`config.mk`:
```
export PLATFORM = sky130hd
export DESIGN_NAME = epoch_to_fat_timestamp_top
export DESIGN_NICKNAME = d
export VERILOG_FILES = /design/src/rtl/e2fat_pkg.sv /design/src/rtl/epoch_to_fat_timestamp_top.sv
export SDC_FILE = /design/constraint.sdc
export NUM_CORES = 2
export LEC_CHECK = 0
export ABC_AREA = 1
export BUFFER_PORTS_ARGS = -buffer_cell sky130_fd_sc_hd__buf_2
export CORE_MARGIN = 5
export CORE_UTILIZATION = 53
export CTS_CLUSTER_DIAMETER = 60
export CTS_CLUSTER_SIZE = 20
export DETAILED_ROUTE_END_ITERATION = 16
export PLACE_DENSITY = 0.72
export SLEW_MARGIN = 0
export SYNTH_ARGS = -nofsm -noshare
export SYNTH_HDL_FRONTEND = slang
export SYNTH_SLANG_ARGS = --single-unit
```
`constraint.sdc`:
```
create_clock -name clk -period 5.5 [get_ports clk]
set_input_delay 1.1 -clock clk [delete_from_list [all_inputs] [get_ports clk]]
set_output_delay 1.1 -clock clk [all_outputs]
set_load 0.05 [all_outputs]
```
`src/rtl/e2fat_pkg.sv`:
```
// Package: constants and lookup function for the epoch to FAT stamp converter.
`timescale 1ns / 1ps
package e2fat_pkg;

  localparam int NUM_STAGES = 10;

  // register map, one register: index taken from paddr[2]
  localparam int  PADDR_W       = 3;
  localparam logic REG_TZ_OFFSET = 1'b0;

  localparam logic signed [10:0] TZ_MIN = -11'sd720;
  localparam logic signed [10:0] TZ_MAX = 11'sd840;

  localparam logic signed [33:0] MIN_VALID_EPOCH = 34'sd1577836800;

  // 2024-01-01
  localparam logic [15:0] FALLBACK_DATE = 16'((2024 - 1980) << 9 | 1 << 5 | 1);

  // floor(n/d) = (n * RECIP) >> SHIFT over the stated input width
  localparam logic [26:0] DAY_RECIP   = 27'd101806633;  // /675, n < 2^26
  localparam int          DAY_SHIFT   = 36;
  localparam logic [14:0] Y4_RECIP    = 15'd22983;      // /365, n < 2^14 (doe/1460)
  localparam int          Y4_SHIFT    = 23;
  localparam logic [16:0] YEAR_RECIP  = 17'd91930;      // /365, n < 2^16
  localparam int          YEAR_SHIFT  = 25;
  localparam logic [13:0] HOUR_RECIP  = 14'd9321;       // /225, n < 2^13 (secs/3600)
  localparam int          HOUR_SHIFT  = 21;
  localparam logic [10:0] MIN_RECIP   = 11'd1093;       // /15, n < 2^10 (secs/60)
  localparam int          MIN_SHIFT   = 14;
  localparam logic [11:0] MP_RECIP    = 12'd3427;       // /153, n < 2^11
  localparam int          MP_SHIFT    = 19;

  // days from 1970-01-01 to 2000-03-01, start of the fixed 400-year era
  localparam logic [15:0] ERA_OFFSET  = 16'd11017;
  localparam logic [15:0] CENTURY_DOE = 16'd36524;

  // (153*mp + 2) / 5 for the March-based month index
  function automatic logic [8:0] month_start(input logic [3:0] mp);
    logic [8:0] r;
    case (mp)
      4'd0:    r = 9'd0;
      4'd1:    r = 9'd31;
      4'd2:    r = 9'd61;
      4'd3:    r = 9'd92;
      4'd4:    r = 9'd122;
      4'd5:    r = 9'd153;
      4'd6:    r = 9'd184;
      4'd7:    r = 9'd214;
      4'd8:    r = 9'd245;
      4'd9:    r = 9'd275;
      4'd10:   r = 9'd306;
      4'd11:   r = 9'd337;
      default: r = 9'd0;
    endcase
    return r;
  endfunction

endpackage

```
`src/rtl/epoch_to_fat_timestamp_top.sv`:
```
// Top level: Unix epoch seconds to FAT date/time stamp, pipelined.
`timescale 1ns / 1ps
// One request enters per clock and one stamp is presented per clock while stamp_stall is
// low. Ten register stages: timezone add, then constant reciprocal multiplies (days,
// era quarter, year of era, month, hour, minute), each but the era quarter with its
// back-multiply in the following stage, then the pack into FAT fields.
// epoch_stall pulls back only as far as the pipeline is actually full, so bubbles are
// squeezed out while stamp_stall is high. The timezone offset register (byte address
// 0) is clamped to -720..840 minutes on write; change it only while the pipeline is
// empty. Adjusted times before 2020-01-01 give 2024-01-01 00:00:00 with used_fallback.
module epoch_to_fat_timestamp_top (
  input  logic                             clk,
  input  logic                             rst,
  // configuration
  input  logic                             psel,
  input  logic                             penable,
  input  logic                             pwrite,
  input  logic [e2fat_pkg::PADDR_W-1:0]    paddr,
  input  logic [31:0]                      pwdata,
  output logic [31:0]                      prdata,
  output logic                             pready,
  // epoch requests
  input  logic                             epoch_valid,
  output logic                             epoch_stall,
  input  logic [31:0]                      epoch_seconds,
  // stamps
  output logic                             stamp_valid,
  input  logic                             stamp_stall,
  output logic [15:0]                      stamp_date,
  output logic [15:0]                      stamp_time,
  output logic                             used_fallback
);
  import e2fat_pkg::*;

  logic signed [10:0] timezone_offset_minutes;
  logic signed [10:0] wr_value;
  logic               cfg_write;

  logic [NUM_STAGES:1] vld;
  logic [NUM_STAGES:1] rdy;

  // ---------------- configuration ----------------
  assign pready    = 1'b1;
  assign cfg_write = psel && penable && pwrite && (paddr[2] == REG_TZ_OFFSET);
  assign wr_value  = signed'(pwdata[10:0]);
  assign prdata    = (paddr[2] == REG_TZ_OFFSET) ?
                     {{21{timezone_offset_minutes[10]}}, timezone_offset_minutes} : 32'd0;

  always_ff @(posedge clk) begin
    if (rst) begin
      timezone_offset_minutes <= '0;
    end else if (cfg_write) begin
      if (wr_value < TZ_MIN) begin
        timezone_offset_minutes <= TZ_MIN;
      end else if (wr_value > TZ_MAX) begin
        timezone_offset_minutes <= TZ_MAX;
      end else begin
        timezone_offset_minutes <= wr_value;
      end
    end
  end

  // ---------------- flow control ----------------
  always_comb begin
    rdy[NUM_STAGES] = !vld[NUM_STAGES] || !stamp_stall;
    for (int k = NUM_STAGES - 1; k >= 1; k--) begin
      rdy[k] = !vld[k] || rdy[k+1];
    end
  end

  assign epoch_stall = !rdy[1];
  assign stamp_valid = vld[NUM_STAGES];

  always_ff @(posedge clk) begin
    if (rst) begin
      vld <= '0;
    end else begin
      if (rdy[1]) begin
        vld[1] <= epoch_valid;
      end
      for (int k = 2; k <= NUM_STAGES; k++) begin
        if (rdy[k]) begin
          vld[k] <= vld[k-1];
        end
      end
    end
  end

  // ---------------- stage 1: timezone adjust ----------------
  logic signed [16:0] tz_ext;
  logic signed [16:0] tz_secs;
  logic signed [33:0] adj_c;
  logic signed [33:0] s1_adj;

  assign tz_ext  = {{6{timezone_offset_minutes[10]}}, timezone_offset_minutes};
  assign tz_secs = (tz_ext <<< 6) - (tz_ext <<< 2);
  assign adj_c   = signed'({2'b00, epoch_seconds}) + {{17{tz_secs[16]}}, tz_secs};

  always_ff @(posedge clk) begin
    if (rdy[1]) begin
      s1_adj <= adj_c;
    end
  end

  // ---------------- stage 2: fallback test, day reciprocal ----------------
  logic [25:0] s1_n;
  logic [52:0] s2_prod;
  logic [25:0] s2_n;
  logic [6:0]  s2_t7;
  logic        s2_fb;

  assign s1_n = s1_adj[32:7];   // t/86400 = (t>>7)/675

  always_ff @(posedge clk) begin
    if (rdy[2]) begin
      s2_fb   <= (s1_adj < MIN_VALID_EPOCH);
      s2_prod <= 53'(s1_n) * 53'(DAY_RECIP);
      s2_n    <= s1_n;
      s2_t7   <= s1_adj[6:0];
    end
  end

  // ---------------- stage 3: days and remainder ----------------
  logic [15:0] days_c;
  logic [25:0] day_back;
  logic [25:0] day_rem;
  logic [15:0] s3_days;
  logic [9:0]  s3_rem;
  logic [6:0]  s3_t7;
  logic        s3_fb;

  assign days_c   = s2_prod[DAY_SHIFT+15:DAY_SHIFT];
  assign day_back = 26'(days_c) * 26'd675;
  assign day_rem  = s2_n - day_back;

  always_ff @(posedge clk) begin
    if (rdy[3]) begin
      s3_fb   <= s2_fb;
      s3_days <= days_c;
      s3_rem  <= day_rem[9:0];
      s3_t7   <= s2_t7;
    end
  end

  // ---------------- stage 4: day of era, second of day ----------------
  logic [15:0] s4_doe;
  logic [16:0] s4_secs;
  logic        s4_fb;

  always_ff @(posedge clk) begin
    if (rdy[4]) begin
      s4_fb   <= s3_fb;
      s4_doe  <= s3_days - ERA_OFFSET;
      s4_secs <= {s3_rem, s3_t7};
    end
  end

  // ---------------- stage 5: doe/1460, doe/36524, hour ----------------
  logic [28:0] y4_prod;
  logic [26:0] hour_prod;
  logic [15:0] s5_doe;
  logic [4:0]  s5_q4;
  logic        s5_cent;
  logic [4:0]  s5_hour;
  logic [16:0] s5_secs;
  logic        s5_fb;

  assign y4_prod   = 29'(s4_doe[15:2]) * 29'(Y4_RECIP);
  assign hour_prod = 27'(s4_secs[16:4]) * 27'(HOUR_RECIP);

  always_ff @(posedge clk) begin
    if (rdy[5]) begin
      s5_fb   <= s4_fb;
      s5_doe  <= s4_doe;
      s5_q4   <= y4_prod[Y4_SHIFT+4:Y4_SHIFT];
      s5_cent <= (s4_doe >= CENTURY_DOE);
      s5_hour <= hour_prod[HOUR_SHIFT+4:HOUR_SHIFT];
      s5_secs <= s4_secs;
    end
  end

  // ---------------- stage 6: year numerator, second of hour ----------------
  logic [16:0] hour_back;
  logic [16:0] hour_rem;
  logic [15:0] s6_doe;
  logic [15:0] s6_num;
  logic [4:0]  s6_hour;
  logic [11:0] s6_rs;
  logic        s6_fb;

  assign hour_back = 17'(s5_hour) * 17'd3600;
  assign hour_rem  = s5_secs - hour_back;

  always_ff @(posedge clk) begin
    if (rdy[6]) begin
      s6_fb   <= s5_fb;
      s6_doe  <= s5_doe;
      s6_num  <= s5_doe - 16'(s5_q4) + 16'(s5_cent);
      s6_hour <= s5_hour;
      s6_rs   <= hour_rem[11:0];
    end
  end

  // ---------------- stage 7: year of era, minute ----------------
  logic [32:0] yoe_prod;
  logic [20:0] min_prod;
  logic [15:0] s7_doe;
  logic [6:0]  s7_yoe;
  logic [4:0]  s7_hour;
  logic [5:0]  s7_min;
  logic [11:0] s7_rs;
  logic        s7_fb;

  assign yoe_prod = 33'(s6_num) * 33'(YEAR_RECIP);
  assign min_prod = 21'(s6_rs[11:2]) * 21'(MIN_RECIP);

  always_ff @(posedge clk) begin
    if (rdy[7]) begin
      s7_fb   <= s6_fb;
      s7_doe  <= s6_doe;
      s7_yoe  <= yoe_prod[YEAR_SHIFT+6:YEAR_SHIFT];
      s7_hour <= s6_hour;
      s7_min  <= min_prod[MIN_SHIFT+5:MIN_SHIFT];
      s7_rs   <= s6_rs;
    end
  end

  // ---------------- stage 8: day of year, seconds/2 ----------------
  logic [15:0] year_days;
  logic [15:0] doy_c;
  logic [11:0] min_back;
  logic [11:0] sec_c;
  logic [8:0]  s8_doy;
  logic [6:0]  s8_yoe;
  logic [4:0]  s8_hour;
  logic [5:0]  s8_min;
  logic [4:0]  s8_sec2;
  logic        s8_fb;

  assign year_days = 16'(s7_yoe) * 16'd365 + 16'(s7_yoe[6:2]) - 16'(s7_yoe >= 7'd100);
  assign doy_c     = s7_doe - year_days;
  assign min_back  = 12'(s7_min) * 12'd60;
  assign sec_c     = s7_rs - min_back;

  always_ff @(posedge clk) begin
    if (rdy[8]) begin
      s8_fb   <= s7_fb;
      s8_doy  <= doy_c[8:0];
      s8_yoe  <= s7_yoe;
      s8_hour <= s7_hour;
      s8_min  <= s7_min;
      s8_sec2 <= sec_c[5:1];
    end
  end

  // ---------------- stage 9: March-based month ----------------
  logic [10:0] mp_num;
  logic [22:0] mp_prod;
  logic [8:0]  s9_doy;
  logic [3:0]  s9_mp;
  logic [6:0]  s9_yoe;
  logic [15:0] s9_time;
  logic        s9_fb;

  assign mp_num  = {s8_doy, 2'b00} + 11'(s8_doy) + 11'd2;
  assign mp_prod = 23'(mp_num) * 23'(MP_RECIP);

  always_ff @(posedge clk) begin
    if (rdy[9]) begin
      s9_fb   <= s8_fb;
      s9_doy  <= s8_doy;
      s9_mp   <= mp_prod[MP_SHIFT+3:MP_SHIFT];
      s9_yoe  <= s8_yoe;
      s9_time <= {s8_hour, s8_min, s8_sec2};
    end
  end

  // ---------------- stage 10: pack ----------------
  logic [8:0] day_c;
  logic [3:0] month_c;
  logic       jan_feb;
  logic [6:0] year_c;

  // January and February belong to the following calendar year
  assign jan_feb = (s9_mp >= 4'd10);
  assign day_c   = s9_doy - month_start(s9_mp) + 9'd1;
  assign month_c = jan_feb ? s9_mp - 4'd9 : s9_mp + 4'd3;
  // years count from 2000 here, always above the 1980 floor
  assign year_c  = s9_yoe + 7'd20 + 7'(jan_feb);

  always_ff @(posedge clk) begin
    if (rdy[10]) begin
      used_fallback <= s9_fb;
      stamp_date    <= s9_fb ? FALLBACK_DATE : {year_c, month_c, day_c[4:0]};
      stamp_time    <= s9_fb ? 16'd0 : s9_time;
    end
  end

  // ---------------- assertions ----------------
  a_tz_range: assert property (@(posedge clk) disable iff (rst)
    timezone_offset_minutes >= TZ_MIN && timezone_offset_minutes <= TZ_MAX)
    else $error("timezone offset outside clamp range");

  a_fallback_stamp: assert property (@(posedge clk) disable iff (rst)
    stamp_valid && used_fallback |-> stamp_date == FALLBACK_DATE && stamp_time == 16'd0)
    else $error("fallback request without fallback stamp");

  a_date_fields: assert property (@(posedge clk) disable iff (rst)
    stamp_valid && !used_fallback |->
      stamp_date[8:5] >= 4'd1 && stamp_date[8:5] <= 4'd12 &&
      stamp_date[4:0] >= 5'd1 && stamp_date[15:9] >= 7'd40)
    else $error("calendar date out of range");

  a_time_fields: assert property (@(posedge clk) disable iff (rst)
    stamp_valid |-> stamp_time[15:11] <= 5'd23 && stamp_time[10:5] <= 6'd59 &&
      stamp_time[4:0] <= 5'd29)
    else $error("time of day out of range");

  a_reset_empty: assert property (@(posedge clk)
    rst |=> !stamp_valid)
    else $error("stamp valid straight after reset");

endmodule
```
==> run_results.csv <==
group,metric,value,unit
cts,cts-root-buf,"clkbuf_16",
critical_path,worst-setup-path-type,"reg2reg",
synth,synth_edf_count,345,
die,num_rows,106,
cts,cts_tree,"yes",
final_layout,fin_nets,6447,
cts,cts_buffers,29,
synth,ys.flop_type,"edfxtp_1",
detailed_routing,drt_iter0_drc,1835,
critical_path,r2r.worst_path.cells,32,
cts,clk_pin_slew,0.08,ns
critical_path,required,6.01,ns
grt,gr-usage-all-layers,22.69,%
sta,fmax,0.1696,GHz
final_layout,drive_gt1_share,16.46,%
final_layout,num_antenna_cells,0,
cts,clk_path_buf_depth,3,
sta,slew_headroom,38.52,%
detailed_routing,totalWireLength,104700,um
synth,synthCells,4608,
synth,ys_warn_count,0,
detailed_routing,ant_nets,0,
detailed_routing,drt-pass1-iter-count,9,
die,initial_core_util,53.35,%
placement,dp_cells,6002,
final_layout,final_cells,6111,
die,die_w,299.8,um
detailed_routing,detail_route.vias_per_cell,5.278,
final_layout,synthToLayoutAreaGrowth,15.67,%
grt,grt_antenna_before_repair,0,
die,fp.dieH,299.8,um
cts,holdBufCountCts,0,
detailed_routing,drc,0,
critical_path,reg2reg_setup_slack,-0.40,ns
synth,synthesis.nets,6047,
die,io_pins,142,
critical_path,end_kind,"flop",
critical_path,crit-reg2reg-launch,"s8_doy[3]$_DFFE_PP_",
synth,synth_top_area_share,25.70,%
sta,finalSetupViolations,19,
outcome,outcome,"complete, but fails checks",
final_layout,fillers,6603,
worst_hold_path,hold_path_startpoint,"s3_rem[5]$_DFFE_PP_",
die,core_area,83420,um2
placement,numPortBuffers,116,
synth,async_reset_ff_share,0,%
synth,ys_seq_area_share,24.45,%
run,maxCapViolations,0,
grt,gr-total-overflow,0,
critical_path,cp-start-kind,"flop",
synth,netlist_area,44500,um2
critical_path,cp-startpoint,"s8_doy[3]$_DFFE_PP_",
die,dieArea,89870,um2
sta,rsz0062_at_grt,"yes",
sta,layout_min_cycle_time,5.895,ns
detailed_routing,vias,32250,
grt,grt_max_degree,43,
critical_path,slowest_delay,0.57,ns
sta,report.final.slew_viol_count,0,
cts,cts_max_level,1,
placement,place_congestion,0.9398,
sta,worst_pin_slew,0.9188,ns
outcome,failed_checks,"negative setup slack",
critical_path,cp.arrival,6.41,ns
synth,ys_ff_latch,371,
synth,synth_most_common_cell,"inv_1",
sta,fin_crit_sh,107.2,%
sta,whs,0.4110,ns
critical_path,cp_max_fo,4,
grt,first_global_vias,33260,
critical_path,cp_common_cell,"nand2_1",
cts,clock-sinks,371,
sta,finalHoldViolCount,0,
synth,yosys.cell_types.count,52,
worst_hold_path,hold_end,"s4_secs[12]$_DFFE_PP_",
worst_hold_path,hp-class,"reg2reg",
synth,ys_top_cells_by_count,"inv_1, ha_1, nand2_1",
synth,synth_top_cell_by_area,"ha_1",
grt,grt_pass1_wl,165900,um
detailed_routing,wl_per_cell,17.14,um
synth,syn_area_per_cell,9.658,um2
critical_path,cpMaxStageDelayCell,"fa_1",
sta,fin_ws,-0.3952,ns
placement,dp_hpwl,86910,um
cts,clk_latency,0.62,ns
worst_hold_path,holdPathStages,0,
sta,skew,0.02053,ns
synth,synthTopCellsByArea,"ha_1, edfxtp_1, fa_1, inv_1, nand2_1",
==> through the flow <==
stage / utilization, % / setup slack (ns) / cell area [um2] / TNS (ns)
finish: 61.71 / -0.3952 / 51480 / -2.563
floorplan: - / -0.06337 / 44650 / -0.1243
global placement: 57.66 / -0.3415 / 48100 / -4.598
CTS: 60.07 / -0.2387 / 50120 / -1.165
detailed placement: 57.66 / -0.4545 / 48100 / -6.547
global route: 61.71 / -0.7432 / 51480 / -7.564
==> metal layers <==
metal  GRT usage (%)  part of all wire, %  up-vias
met3           2.058                  4.1      215
li1                -                    -    15640
met1           28.59                   41    15620
met2           41.27                   51      778
met4           7.433                  4.4        0
met5               0                    0        -
==> final cells by class <==
cell class / count / area, um2 / area share, %
timing repair buffer: 400 / 2823 / 5.483
multi-input combinational: 3100 / 31190 / 60.60
sequential: 371 / 10880 / 21.14
clock buffer: 37 / 808.3 / 1.570
inverter: 1106 / 4182 / 8.123
tap: 1080 / 1351 / 2.625
clock inverter: 17 / 240.2 / 0.4667
==> sequential cells by signal, indices dropped and copies added (netlist names), 16 cells and up, named ones only <==
name,count
s1_adj,33
s2_prod,19
s4_doe,16
s6_num,16
stamp_time,16
s9_time,16
s3_days,16
stamp_date,16
s5_doe,16
s4_secs,16
==> worst max-delay path: cells and delay by family (launching register included) <==
kind | cells | cell delay [ns]
DFF | 1 | 0.50
adders and majority gates | 8 | 2.88
xor gates and xnor gates | 1 | 0.34
and+or+nand+nor | 15 | 1.26
AOI/OAI and AO/OA | 3 | 0.48
buffers and inverters | 5 | 0.34
==> placed cells by master, fill, tap and decap left out, drive strengths merged, types with 3 or more instances in the layout <==
cell and count:
xor2 109, fa 451, buf 400, o21ai 132, inv 1117, and3 3, a21o 27, nand3 121
or2 5, o31ai 4, o211ai 6, dfxtp 26, nand3b 7, a31oi 12, nor4 5, nand2 549
a211oi 8, xnor2 64, o21bai 20, nand4 52, clkinv 3, nor2 261, a21boi 8, edfxtp 345
a21oi 267, clkbuf 37, nor3 48, ha 914, o21a 15
==> cells by family (layout without fill, tap and decap cells) <==
group | Yosys count | count (layout) | synth area share (%)
buffers and inverters | 1137 | 1560 | 9.795
adders and majority gates | 1365 | 1365 | 45.98
DFF | 371 | 371 | 24.45
and+or+nand+nor | 1053 | 1053 | 10.01
AOI/OAI and AO/OA | 508 | 508 | 6.351
other | 1 | 1 | 0.008426
xor gates and xnor gates | 173 | 173 | 3.405
==> worst max-delay path by stage <==
stage | to | slack (ns) | cells past startpoint
floorplan | flop | -0.06 | 32
global placement | flop | -0.34 | 31
detailed placement | flop | -0.45 | 31
CTS | flop | -0.24 | 33
global route | flop | -0.74 | 34
finish | flop | -0.40 | 32
==> repair_timing <==
| item | in CTS | in global routing |
|---|---|---|
| gates resized for setup | 199 | 279 |
| pin swaps | 134 | 218 |
| setup buffers | 20 | 37 |
| endpoints found under the setup margin | 24 | 30 |
Power is not shown: default switching activity piles up to over one toggle a cycle in this logic, so the estimate is an artifact.
